--- config.mk ---
export PLATFORM = sky130hd
export DESIGN_NAME = led_strip_effect_engine
export DESIGN_NICKNAME = d
export VERILOG_FILES = /design/src/led_fx_pkg.sv /design/src/led_fx_front.sv /design/src/led_fx_cmdq.sv /design/src/led_fx_back.sv /design/src/led_strip_effect_engine.sv
export SDC_FILE = /design/constraint.sdc
export NUM_CORES = 1
export LEC_CHECK = 0
export ABC_AREA = 1
export CORE_MARGIN = 2
export CORE_UTILIZATION = 45
export CTS_CLUSTER_SIZE = 25
export DETAILED_ROUTE_END_ITERATION = 10
export DONT_BUFFER_PORTS = 1
export HOLD_SLACK_MARGIN = 0.1
export SETUP_SLACK_MARGIN = 0.1
export SLEW_MARGIN = 5
export SYNTH_ARGS = -nofsm -noshare
export SYNTH_HDL_FRONTEND = slang
export SYNTH_HIERARCHICAL = 1
export SYNTH_SLANG_ARGS = --single-unit
--- constraint.sdc ---
create_clock -name clk -period 4.8 [get_ports clk]
set_clock_uncertainty 0.2 [all_clocks]
set_input_delay 0.48 -clock clk [delete_from_list [all_inputs] [get_ports clk]]
set_output_delay 0.48 -clock clk [all_outputs]
set_load 0.01 [all_outputs]
--- src/led_fx_pkg.sv ---
// Shared types and constants for the LED strip effect engine.
// Used by led_fx_front, led_fx_cmdq, led_fx_back and the top level.
// No dependencies.
package led_fx_pkg;

    localparam int LED_COUNT = 16;

    localparam int TICK_W     = 32;
    localparam int HUE_W      = 9;
    localparam int BYTE_W     = 8;
    localparam int MODE_W     = 2;
    localparam int PIX_IDX_W  = 4;
    localparam int CFG_IDX_W  = 3;
    localparam int CFG_DATA_W = 9;

    // LED counter, wide enough for LED_COUNT-1
    localparam int IDX_W = (LED_COUNT > 1) ? $clog2(LED_COUNT) : 1;

    localparam logic [TICK_W-1:0] BLINK_TICKS  = 32'd50;
    localparam logic [TICK_W-1:0] BREATH_TICKS = 32'd10;
    localparam logic [TICK_W-1:0] WAVE_TICKS   = 32'd5;
    localparam logic [HUE_W-1:0]  WAVE_STEP    = 9'd5;
    localparam logic [HUE_W-1:0]  HUE_WRAP     = 9'd360;
    localparam logic [BYTE_W-1:0] BYTE_MAX     = 8'd255;

    // Rainbow base hue floor(i*360/N) is built incrementally:
    // quotient step plus a carry from the running remainder.
    localparam int POS_STEP_I = 360 / LED_COUNT;
    localparam int REM_STEP_I = 360 % LED_COUNT;
    localparam int REM_W      = $clog2(2 * LED_COUNT);
    localparam logic [HUE_W-1:0] POS_STEP = HUE_W'(POS_STEP_I);
    localparam logic [REM_W-1:0] REM_STEP = REM_W'(REM_STEP_I);
    localparam logic [REM_W-1:0] REM_N    = REM_W'(LED_COUNT);
    localparam logic [IDX_W-1:0] IDX_LAST = IDX_W'(LED_COUNT - 1);

    // Effect modes
    localparam logic [MODE_W-1:0] MODE_STEADY  = 2'd0;
    localparam logic [MODE_W-1:0] MODE_BLINK   = 2'd1;
    localparam logic [MODE_W-1:0] MODE_BREATH  = 2'd2;
    localparam logic [MODE_W-1:0] MODE_RAINBOW = 2'd3;

    // Configuration register indexes
    localparam logic [CFG_IDX_W-1:0] CFG_POWER_ON = 3'd0;
    localparam logic [CFG_IDX_W-1:0] CFG_MODE     = 3'd1;
    localparam logic [CFG_IDX_W-1:0] CFG_HUE      = 3'd2;
    localparam logic [CFG_IDX_W-1:0] CFG_SAT      = 3'd3;
    localparam logic [CFG_IDX_W-1:0] CFG_VAL      = 3'd4;

    localparam int CMDQ_DEPTH = 2;
    localparam int CMDQ_PTR_W = (CMDQ_DEPTH > 1) ? $clog2(CMDQ_DEPTH) : 1;
    localparam int CMDQ_CNT_W = $clog2(CMDQ_DEPTH + 1);

    typedef enum logic [1:0] {
        CMD_CLEAR_LAST,     // single clear, ends the frame
        CMD_UNIFORM,        // all LEDs at one color
        CMD_CLEAR_UNIFORM,  // clear, then all LEDs at one color
        CMD_RAINBOW         // per-LED hue wave, hue field holds the offset
    } cmd_kind_t;

    typedef struct packed {
        cmd_kind_t          kind;
        logic [HUE_W-1:0]   hue;
        logic [BYTE_W-1:0]  sat;
        logic [BYTE_W-1:0]  val;
    } cmd_t;

endpackage

--- src/led_fx_front.sv ---
// Front end: configuration registers, effect state and tick classification.
// Turns each accepted tick into at most one frame command.
// Depends on led_fx_pkg.
module led_fx_front (
    input  logic                                  clk,
    input  logic                                  rst_n,
    input  logic                                  push,
    input  logic                                  full,
    input  logic [led_fx_pkg::TICK_W-1:0]         tick_now,
    input  logic                                  cfg_valid,
    input  logic [led_fx_pkg::CFG_IDX_W-1:0]      cfg_index,
    input  logic [led_fx_pkg::CFG_DATA_W-1:0]     cfg_data,
    output logic                                  cmd_push,
    output led_fx_pkg::cmd_t                      cmd
);

    logic                               power_on_reg;
    logic [led_fx_pkg::MODE_W-1:0]      effect_mode_reg;
    logic [led_fx_pkg::HUE_W-1:0]       base_hue_reg;
    logic [led_fx_pkg::BYTE_W-1:0]      sat_level_reg;
    logic [led_fx_pkg::BYTE_W-1:0]      val_level_reg;

    logic [led_fx_pkg::TICK_W-1:0]      last_tick_reg, last_tick_next;
    logic                               blink_lit_reg, blink_lit_next;
    logic                               breath_rising_reg, breath_rising_next;
    logic [led_fx_pkg::BYTE_W-1:0]      breath_level_reg, breath_level_next;
    logic [led_fx_pkg::HUE_W-1:0]       wave_offset_reg, wave_offset_next;
    logic                               steady_cleared_reg, steady_cleared_next;

    logic                               accept;
    logic [led_fx_pkg::TICK_W-1:0]      elapsed;
    logic [led_fx_pkg::HUE_W-1:0]       wave_sum;

    assign accept   = push && !full;
    assign elapsed  = tick_now - last_tick_reg;
    assign wave_sum = wave_offset_reg + led_fx_pkg::WAVE_STEP;

    always_comb
    begin
        last_tick_next      = last_tick_reg;
        blink_lit_next      = blink_lit_reg;
        breath_rising_next  = breath_rising_reg;
        breath_level_next   = breath_level_reg;
        wave_offset_next    = wave_offset_reg;
        steady_cleared_next = steady_cleared_reg;
        cmd_push            = 1'b0;
        cmd.kind            = led_fx_pkg::CMD_UNIFORM;
        cmd.hue             = base_hue_reg;
        cmd.sat             = sat_level_reg;
        cmd.val             = val_level_reg;

        if (accept && power_on_reg)
        begin
            unique case (effect_mode_reg)
                led_fx_pkg::MODE_BLINK:
                begin
                    if (elapsed >= led_fx_pkg::BLINK_TICKS)
                    begin
                        blink_lit_next = !blink_lit_reg;
                        last_tick_next = tick_now;
                        cmd_push       = 1'b1;
                        cmd.kind       = blink_lit_reg ? led_fx_pkg::CMD_CLEAR_LAST
                                                       : led_fx_pkg::CMD_UNIFORM;
                    end
                end
                led_fx_pkg::MODE_BREATH:
                begin
                    if (elapsed >= led_fx_pkg::BREATH_TICKS)
                    begin
                        if (breath_rising_reg)
                        begin
                            if (breath_level_reg != led_fx_pkg::BYTE_MAX)
                                breath_level_next = breath_level_reg + 8'd1;
                            if (breath_level_next >= val_level_reg)
                                breath_rising_next = 1'b0;
                        end
                        else
                        begin
                            if (breath_level_reg != '0)
                                breath_level_next = breath_level_reg - 8'd1;
                            if (breath_level_next == '0)
                                breath_rising_next = 1'b1;
                        end
                        last_tick_next = tick_now;
                        cmd_push       = 1'b1;
                        cmd.val        = breath_level_next;
                    end
                end
                led_fx_pkg::MODE_RAINBOW:
                begin
                    if (elapsed >= led_fx_pkg::WAVE_TICKS)
                    begin
                        wave_offset_next = (wave_sum >= led_fx_pkg::HUE_WRAP)
                                         ? wave_sum - led_fx_pkg::HUE_WRAP : wave_sum;
                        last_tick_next   = tick_now;
                    end
                    cmd_push = 1'b1;
                    cmd.kind = led_fx_pkg::CMD_RAINBOW;
                    cmd.hue  = wave_offset_next;
                end
                default:
                begin
                    cmd_push            = 1'b1;
                    cmd.kind            = steady_cleared_reg ? led_fx_pkg::CMD_UNIFORM
                                                             : led_fx_pkg::CMD_CLEAR_UNIFORM;
                    steady_cleared_next = 1'b1;
                end
            endcase
        end
    end

    always_ff @(posedge clk or negedge rst_n)
    begin
        if (!rst_n)
        begin
            power_on_reg       <= 1'b1;
            effect_mode_reg    <= led_fx_pkg::MODE_STEADY;
            base_hue_reg       <= '0;
            sat_level_reg      <= led_fx_pkg::BYTE_MAX;
            val_level_reg      <= led_fx_pkg::BYTE_MAX;
            last_tick_reg      <= '0;
            blink_lit_reg      <= 1'b1;
            breath_rising_reg  <= 1'b1;
            breath_level_reg   <= '0;
            wave_offset_reg    <= '0;
            steady_cleared_reg <= 1'b0;
        end
        else
        begin
            last_tick_reg      <= last_tick_next;
            blink_lit_reg      <= blink_lit_next;
            breath_rising_reg  <= breath_rising_next;
            breath_level_reg   <= breath_level_next;
            wave_offset_reg    <= wave_offset_next;
            steady_cleared_reg <= steady_cleared_next;
            if (cfg_valid)
            begin
                unique case (cfg_index)
                    led_fx_pkg::CFG_POWER_ON: power_on_reg    <= cfg_data[0];
                    led_fx_pkg::CFG_MODE:     effect_mode_reg <= cfg_data[led_fx_pkg::MODE_W-1:0];
                    led_fx_pkg::CFG_HUE:      base_hue_reg    <= cfg_data;
                    led_fx_pkg::CFG_SAT:      sat_level_reg   <= cfg_data[led_fx_pkg::BYTE_W-1:0];
                    led_fx_pkg::CFG_VAL:      val_level_reg   <= cfg_data[led_fx_pkg::BYTE_W-1:0];
                    default: ;
                endcase
            end
        end
    end

endmodule

--- src/led_fx_cmdq.sv ---
// Short command queue between the front end and the pixel generator.
// Register-array FIFO, CMDQ_DEPTH entries, head visible combinationally.
// Depends on led_fx_pkg.
module led_fx_cmdq (
    input  logic                clk,
    input  logic                rst_n,
    input  logic                wr_en,
    input  led_fx_pkg::cmd_t    wr_cmd,
    input  logic                rd_en,
    output logic                q_full,
    output logic                q_valid,
    output led_fx_pkg::cmd_t    rd_cmd
);

    led_fx_pkg::cmd_t                   mem [led_fx_pkg::CMDQ_DEPTH];
    logic [led_fx_pkg::CMDQ_PTR_W-1:0]  wr_ptr_reg, wr_ptr_next;
    logic [led_fx_pkg::CMDQ_PTR_W-1:0]  rd_ptr_reg, rd_ptr_next;
    logic [led_fx_pkg::CMDQ_CNT_W-1:0]  count_reg, count_next;

    localparam logic [led_fx_pkg::CMDQ_PTR_W-1:0] PTR_LAST =
        led_fx_pkg::CMDQ_PTR_W'(led_fx_pkg::CMDQ_DEPTH - 1);
    localparam logic [led_fx_pkg::CMDQ_CNT_W-1:0] CNT_FULL =
        led_fx_pkg::CMDQ_CNT_W'(led_fx_pkg::CMDQ_DEPTH);

    assign q_full  = (count_reg == CNT_FULL);
    assign q_valid = (count_reg != '0);
    assign rd_cmd  = mem[rd_ptr_reg];

    always_comb
    begin
        wr_ptr_next = wr_ptr_reg;
        rd_ptr_next = rd_ptr_reg;
        count_next  = count_reg;
        if (wr_en)
            wr_ptr_next = (wr_ptr_reg == PTR_LAST) ? '0 : wr_ptr_reg + 1'b1;
        if (rd_en)
            rd_ptr_next = (rd_ptr_reg == PTR_LAST) ? '0 : rd_ptr_reg + 1'b1;
        if (wr_en && !rd_en)
            count_next = count_reg + 1'b1;
        else if (rd_en && !wr_en)
            count_next = count_reg - 1'b1;
    end

    always_ff @(posedge clk or negedge rst_n)
    begin
        if (!rst_n)
        begin
            wr_ptr_reg <= '0;
            rd_ptr_reg <= '0;
            count_reg  <= '0;
        end
        else
        begin
            wr_ptr_reg <= wr_ptr_next;
            rd_ptr_reg <= rd_ptr_next;
            count_reg  <= count_next;
        end
    end

    always_ff @(posedge clk)
    begin
        if (wr_en)
            mem[wr_ptr_reg] <= wr_cmd;
    end

endmodule

--- src/led_fx_back.sv ---
// Pixel generator: expands the command at the queue head into result
// transactions through a registered output stage, one per cycle while pop low does not hold it.
// Depends on led_fx_pkg.
module led_fx_back (
    input  logic                                  clk,
    input  logic                                  rst_n,
    input  logic                                  q_valid,
    input  led_fx_pkg::cmd_t                      q_cmd,
    output logic                                  q_pop,
    input  logic                                  pop,
    output logic                                  empty,
    output logic [led_fx_pkg::PIX_IDX_W-1:0]      pixel_index,
    output logic [led_fx_pkg::HUE_W-1:0]          pixel_hue,
    output logic [led_fx_pkg::BYTE_W-1:0]         pixel_sat,
    output logic [led_fx_pkg::BYTE_W-1:0]         pixel_val,
    output logic                                  clear_strip,
    output logic                                  last_of_frame
);

    logic [led_fx_pkg::IDX_W-1:0]   idx_reg, idx_next;
    logic [led_fx_pkg::HUE_W-1:0]   pos_reg, pos_next;
    logic [led_fx_pkg::REM_W-1:0]   rem_reg, rem_next;
    logic                           clr_done_reg, clr_done_next;

    logic                           out_valid_reg, out_valid_next;
    logic [led_fx_pkg::IDX_W-1:0]   out_idx_reg, out_idx_next;
    logic [led_fx_pkg::HUE_W-1:0]   out_hue_reg, out_hue_next;
    logic [led_fx_pkg::BYTE_W-1:0]  out_sat_reg, out_sat_next;
    logic [led_fx_pkg::BYTE_W-1:0]  out_val_reg, out_val_next;
    logic                           out_clr_reg, out_clr_next;
    logic                           out_last_reg, out_last_next;

    logic                           adv;
    logic [led_fx_pkg::REM_W-1:0]   rem_sum;
    logic [led_fx_pkg::HUE_W:0]     hue_sum;
    logic [led_fx_pkg::HUE_W-1:0]   rainbow_hue;
    logic [led_fx_pkg::IDX_W+led_fx_pkg::PIX_IDX_W-1:0] idx_ext;

    assign adv      = !out_valid_reg || pop;
    assign rem_sum  = rem_reg + led_fx_pkg::REM_STEP;
    assign hue_sum  = {1'b0, pos_reg} + {1'b0, q_cmd.hue};
    assign rainbow_hue = (hue_sum >= {1'b0, led_fx_pkg::HUE_WRAP})
                       ? led_fx_pkg::HUE_W'(hue_sum - {1'b0, led_fx_pkg::HUE_WRAP})
                       : hue_sum[led_fx_pkg::HUE_W-1:0];

    always_comb
    begin
        idx_next       = idx_reg;
        pos_next       = pos_reg;
        rem_next       = rem_reg;
        clr_done_next  = clr_done_reg;
        q_pop          = 1'b0;
        out_valid_next = adv ? 1'b0 : out_valid_reg;
        out_idx_next   = out_idx_reg;
        out_hue_next   = out_hue_reg;
        out_sat_next   = out_sat_reg;
        out_val_next   = out_val_reg;
        out_clr_next   = out_clr_reg;
        out_last_next  = out_last_reg;

        if (adv && q_valid)
        begin
            out_valid_next = 1'b1;
            if (q_cmd.kind == led_fx_pkg::CMD_CLEAR_LAST ||
                (q_cmd.kind == led_fx_pkg::CMD_CLEAR_UNIFORM && !clr_done_reg))
            begin
                // strip clear carries zero pixel fields
                out_idx_next  = '0;
                out_hue_next  = '0;
                out_sat_next  = '0;
                out_val_next  = '0;
                out_clr_next  = 1'b1;
                out_last_next = (q_cmd.kind == led_fx_pkg::CMD_CLEAR_LAST);
                if (q_cmd.kind == led_fx_pkg::CMD_CLEAR_LAST)
                    q_pop = 1'b1;
                else
                    clr_done_next = 1'b1;
            end
            else
            begin
                out_idx_next  = idx_reg;
                out_hue_next  = (q_cmd.kind == led_fx_pkg::CMD_RAINBOW) ? rainbow_hue
                                                                        : q_cmd.hue;
                out_sat_next  = q_cmd.sat;
                out_val_next  = q_cmd.val;
                out_clr_next  = 1'b0;
                out_last_next = (idx_reg == led_fx_pkg::IDX_LAST);
                if (idx_reg == led_fx_pkg::IDX_LAST)
                begin
                    q_pop         = 1'b1;
                    idx_next      = '0;
                    pos_next      = '0;
                    rem_next      = '0;
                    clr_done_next = 1'b0;
                end
                else
                begin
                    idx_next = idx_reg + 1'b1;
                    if (rem_sum >= led_fx_pkg::REM_N)
                    begin
                        rem_next = rem_sum - led_fx_pkg::REM_N;
                        pos_next = pos_reg + led_fx_pkg::POS_STEP + 1'b1;
                    end
                    else
                    begin
                        rem_next = rem_sum;
                        pos_next = pos_reg + led_fx_pkg::POS_STEP;
                    end
                end
            end
        end
    end

    always_ff @(posedge clk or negedge rst_n)
    begin
        if (!rst_n)
        begin
            idx_reg       <= '0;
            pos_reg       <= '0;
            rem_reg       <= '0;
            clr_done_reg  <= 1'b0;
            out_valid_reg <= 1'b0;
        end
        else
        begin
            idx_reg       <= idx_next;
            pos_reg       <= pos_next;
            rem_reg       <= rem_next;
            clr_done_reg  <= clr_done_next;
            out_valid_reg <= out_valid_next;
        end
    end

    always_ff @(posedge clk)
    begin
        out_idx_reg  <= out_idx_next;
        out_hue_reg  <= out_hue_next;
        out_sat_reg  <= out_sat_next;
        out_val_reg  <= out_val_next;
        out_clr_reg  <= out_clr_next;
        out_last_reg <= out_last_next;
    end

    assign idx_ext       = {{led_fx_pkg::PIX_IDX_W{1'b0}}, out_idx_reg};
    assign empty         = !out_valid_reg;
    assign pixel_index   = idx_ext[led_fx_pkg::PIX_IDX_W-1:0];
    assign pixel_hue     = out_hue_reg;
    assign pixel_sat     = out_sat_reg;
    assign pixel_val     = out_val_reg;
    assign clear_strip   = out_clr_reg;
    assign last_of_frame = out_last_reg;

endmodule

--- src/led_strip_effect_engine.sv ---
// LED strip effect engine: steady, blink, breath and rainbow wave effects.
// Holds led_fx_front, led_fx_cmdq and led_fx_back.
// Depends on led_fx_pkg.
//
// Usage:
//   Input side is a queue write: drive tick_now with push; a tick is taken
//   on a clock edge with push high and full low. Each tick yields a frame of
//   0, 1, LED_COUNT or LED_COUNT+1 result transactions.
//   Result side is a queue read: while empty is low the oldest result is on
//   the pixel ports; pop takes it. last_of_frame marks a frame's final result.
//   Configuration: cfg_index/cfg_data with cfg_valid; cfg_ready is always high.
//   Write registers only while no frame is in flight.
// Timing:
//   A tick is classified in the cycle it is taken; its command passes the
//   command queue and the registered output stage before its first result
//   shows. The pixel generator emits one result per cycle unless pop holds
//   the output stage; it sets the sustained rate. Frames queue back to back.
// Reset clears effect state and loads register defaults; output is empty.
// When pop is held low the output stage holds, the command queue fills
// (two frames) and then full rises.
module led_strip_effect_engine (
    input  logic                                  clk,
    input  logic                                  rst_n,
    input  logic                                  push,
    output logic                                  full,
    input  logic [led_fx_pkg::TICK_W-1:0]         tick_now,
    input  logic                                  cfg_valid,
    output logic                                  cfg_ready,
    input  logic [led_fx_pkg::CFG_IDX_W-1:0]      cfg_index,
    input  logic [led_fx_pkg::CFG_DATA_W-1:0]     cfg_data,
    output logic                                  empty,
    input  logic                                  pop,
    output logic [led_fx_pkg::PIX_IDX_W-1:0]      pixel_index,
    output logic [led_fx_pkg::HUE_W-1:0]          pixel_hue,
    output logic [led_fx_pkg::BYTE_W-1:0]         pixel_sat,
    output logic [led_fx_pkg::BYTE_W-1:0]         pixel_val,
    output logic                                  clear_strip,
    output logic                                  last_of_frame
);

    logic               cmd_push;
    led_fx_pkg::cmd_t   cmd_in;
    logic               q_full;
    logic               q_valid;
    logic               q_pop;
    led_fx_pkg::cmd_t   q_cmd;

    assign cfg_ready = 1'b1;
    assign full      = q_full;

    led_fx_front u_front (
        .clk       (clk),
        .rst_n     (rst_n),
        .push      (push),
        .full      (q_full),
        .tick_now  (tick_now),
        .cfg_valid (cfg_valid),
        .cfg_index (cfg_index),
        .cfg_data  (cfg_data),
        .cmd_push  (cmd_push),
        .cmd       (cmd_in)
    );

    led_fx_cmdq u_cmdq (
        .clk     (clk),
        .rst_n   (rst_n),
        .wr_en   (cmd_push),
        .wr_cmd  (cmd_in),
        .rd_en   (q_pop),
        .q_full  (q_full),
        .q_valid (q_valid),
        .rd_cmd  (q_cmd)
    );

    led_fx_back u_back (
        .clk           (clk),
        .rst_n         (rst_n),
        .q_valid       (q_valid),
        .q_cmd         (q_cmd),
        .q_pop         (q_pop),
        .pop           (pop),
        .empty         (empty),
        .pixel_index   (pixel_index),
        .pixel_hue     (pixel_hue),
        .pixel_sat     (pixel_sat),
        .pixel_val     (pixel_val),
        .clear_strip   (clear_strip),
        .last_of_frame (last_of_frame)
    );

    // a frame command never lands in a full queue
    a_no_overflow: assert property (@(posedge clk) disable iff (!rst_n)
        cmd_push |-> !q_full)
        else $error("command written into full queue");

    // generator only retires a command that is present
    a_no_underflow: assert property (@(posedge clk) disable iff (!rst_n)
        q_pop |-> q_valid)
        else $error("command queue popped while empty");

    // a strip clear carries zeroed pixel fields
    a_clear_zero: assert property (@(posedge clk) disable iff (!rst_n)
        (!empty && clear_strip) |->
            (pixel_index == '0 && pixel_hue == '0 && pixel_sat == '0 && pixel_val == '0))
        else $error("clear result with nonzero pixel fields");

    // a result is produced only for a queued command
    a_out_from_cmd: assert property (@(posedge clk) disable iff (!rst_n)
        (empty && !q_valid) |=> empty)
        else $error("result appeared without a command");

endmodule
==> summary.md <==
| Metric | Value |
|---|---|
| Outcome | completed |
| HP Class | input pin to register |
| RSZ-0062 raised after global routing | no |
| Met1 Use GR | 0.282 |
| Fin crit share | 0.897 |
| Layout area overhead | 11.8% |
| Max Clk Rate | 232 MHz |
| Die ar. | 29100 sq um |
| Setup CP Type | register to register |
| Grt met3 use | 0.0291 |
| Worst-margin pin slew | 1.15 ns |
| Mapped Area | 12500 sq um |
| Fin worst setup slack | 0.492 ns |
| Num CTS Buffers | 17 |
| Final Wtd Congestion | 0.944 |
| Place WS | 0.423 ns |
| Post-synthesis sequential area ratio | 0.409 |
| I/O pin total | 83 |
| Total GRT Usage | 0.211 |
| Dpl hpwl | 22100 um |
| Pwr Density | 675 nW/um^2 |
| NumNets Final | 1817 |
| Vias in the first global route | 9731 |
| Rows | 60 |
| Remaining Overflow, GRT | 0 |
| Pre-antenna DRT Iters | 5 |
| End of the critical path | u_cmdq/mem[1][21]$_DFFE_PP_ |
| Slew Limit Fails | 0 |
| Max reg flops | 54 |
| Critical path peak fanout | 27 |
| Post-synth EDFFs | 85 |
| Worst R2R Path Depth | 21 |
| Worst VDD drop | 0.000298 V |
| Most used DFF post-synth | edfxtp_1 |
| Fin Setup TNS | 0 ns |
| Arrival time worst endpoint | 4.16 ns |
| Clk buf depth | 2 |
| Initial Util | 0.460 |
| Met2 usage | 0.361 |
| Vias per cell | 4.91 |
| Largest net degree at the start of global routing | 102 |
| Setup-failing EPs final | 0 |
| Most Crowded Layer GR | met2 |
| Die Width | 170 um |
| Area after DPL | 12800 sq um |
| Final hold slack | 0.121 ns |
| R2r setup slk | 0.49 ns |
| Fin crit period | 4.31 ns |
| Warnings from Yosys | 6 |
| Post-route cell area | 13900 sq um |
| Clock sinks | 186 |
| Clock transition at the registers of the reported paths | 0.08 ns |
| Clk_lat worst skew | 0.44 ns |
| Number of DRC markers in iteration 0 | 735 |
| First-pass GRT wire length | 48500 um |
| Number of remaining DRC errors | 0 |
| Remaining antenna violation count | 0 |
| Root Buffer | clkbuf_16 |
| Share of cells above drive strength 1 | 0.0840 |
| WP data required | 4.65 ns |
| Total of max-cap violations | 0 |
| Reg2Reg Launch Point | u_front/last_tick_reg[9]$_DFFE_PN0P_ |
| H-Tree Depth | 4 |
| Fill count | 2620 |
| Syn Area/Cell | 7.52 sq um |
| Wire per inst | 14.2 um |
| Syn nets | 1774 |
| Sequential cell area | 5100 sq um |
| Overall routed net length | 29600 um |
| Startpoint Class | register |
| RR Endpoint | u_cmdq/mem[1][21]$_DFFE_PP_ |
| Distinct cells, synth | 52 |
| Multi-input gate area | 6090 sq um |
| Die H | 170 um |
| LEAKAGE | 7.13 nW |
| Core box area | 27100 sq um |
| Gate Count Post-Synth | 1659 |
| Post_cts resized | 0 |
| CTS tree | done |
| Port Buffers | 0 |
| Worst slew margin | 0.233 |
| Setup crit end kind | register |
| Synthesized flop and latch total | 186 |
| Worst setup path startpoint | u_front/last_tick_reg[9]$_DFFE_PN0P_ |
| Initial antenna violation count | 0 |
| Async SR Flop Fraction | 0.543 |
| Final Hold Viols | 0 |
| Antenna Cells | 0 |
| Via count | 10200 |
==> worst min path at each step <==
stage	start	end	slack, ns	cells past startpoint
5_1_grt	cfg_data[0]	u_front/power_on_reg$_DFFE_PN1P_	0.13	2
2_1_floorplan	rst_n	u_back/clr_done_reg$_DFFE_PN0P_	-0.02	0
3_3_place_gp	rst_n	u_front/last_tick_reg[23]$_DFFE_PN0P_	-0.01	0
4_1_cts	cfg_data[0]	u_front/power_on_reg$_DFFE_PN1P_	0.10	2
6_report	cfg_data[0]	u_front/power_on_reg$_DFFE_PN1P_	0.12	2
3_5_place_dp	rst_n	u_front/last_tick_reg[22]$_DFFE_PN0P_	-0.01	0
==> layout make-up <==
type,instances,area share
clock buffers,17,0.0305
inverters,295,0.0794
repair buffers,54,0.0384
well taps,372,0.0334
flip-flops and latches,186,0.366
clock inverters,15,0.0156
multi-input cells,1148,0.437
==> synth_stat cells, types with 11 or more instances <==
library cell	number	share of area
mux2_4	19	0.023
ha_1	64	0.064
nand2_1	551	0.17
dfrtp_1	82	0.16
xor2_1	26	0.018
o21ai_0	86	0.035
nand4_1	26	0.013
dfstp_2	19	0.040
clkbuf_1	13	0.0039
nor2_2	12	0.0060
nand3b_1	11	0.0066
nand3_1	90	0.036
inv_1	291	0.088
nand2_2	13	0.0065
nor2_1	114	0.034
a21oi_1	45	0.018
edfxtp_1	85	0.20
o21ai_1	16	0.0064
==> cell families (layout without fill, tap and decap cells) <==
family / after synthesis / after routing / share of synthesized area
simple gates: 850 / 850 / 0.292
buf+inv: 325 / 381 / 0.104
flops: 186 / 186 / 0.409
compound gates: 171 / 171 / 0.0737
fa+ha+maj: 66 / 66 / 0.0674
xor+xnor: 32 / 32 / 0.0231
mux: 28 / 28 / 0.0310
other cells: 1 / 1 / 0.000301
==> metal layers <==
| metal | share of wire | routed length (um) | vias up |
|---|---|---|---|
| li1 | - | - | 5319 |
| met1 | 0.47 | 14000 | 4688 |
| met2 | 0.48 | 14200 | 208 |
| met3 | 0.032 | 961 | 33 |
| met4 | 0.015 | 435 | 0 |
| met5 | 0 | 0 | - |
==> worst max-delay path, stage by stage, from the launching register on <==
cell and delay (ns):
dfrtp_1 0.34, inv_1 0.04, ha_1 0.38, nand2_1 0.16, nor2_1 0.24, nand3_1 0.14, nand3b_1 0.24, nand2_1 0.14
nand2_1 0.09, nand2_1 0.05, nand2_1 0.11, nor2_1 0.07, nand2_1 0.07, nor2_2 0.06, and2_4 0.21, nand2_4 0.13
nand2_1 0.07, nand2_1 0.07, nand2_1 0.04, nand2_1 0.19, nand2_1 0.08, inv_1 0.79
==> report_power, final <==
part	switching [mW]	internal [mW]
clock	0.774	0.734
sequential	0.419	2.39
combinational	3.27	1.83
==> what timing repair did <==
| action | in CTS | in global routing |
|---|---|---|
| hold buffers | 45 | 0 |
| setup endpoints to repair | 0 | 0 |
| setup buffers | 0 | 0 |
| hold endpoints to repair | 151 | 0 |
==> placed cells by master, fill, tap and decap left out, types with 5 or more instances in the layout <==
master         instances
o21ai_0               86
buf_4                  9
nand2_4                5
mux2_4                19
xnor2_1                5
mux2_2                 9
dfstp_2               19
o22ai_1                6
nand3_1               90
nor3_1                 7
nand2_2               13
nand2_1              551
clkinv_8               6
nand4_1               26
dfrtp_1               82
ha_1                  64
edfxtp_1              85
clkbuf_16             17
o21ai_1               16
dlygate4sd3_1         44
nand3b_1              11
inv_1                291
nor2_1               113
xor2_1                26
a21oi_1               44
nor2_2                13
==> metrics by stage <==
step | total power [mW] | util | cells
final | 9.42 | 0.514 | 2087
after global routing | 10.3 | 0.514 | 2087
after CTS | 9.45 | 0.514 | 2087
after detailed placement | 7.85 | 0.474 | 2010
after global placement | 7.78 | 0.474 | 2010
after floorplan | 6.77 | - | 1659
Power figures use the tool's default switching activity.
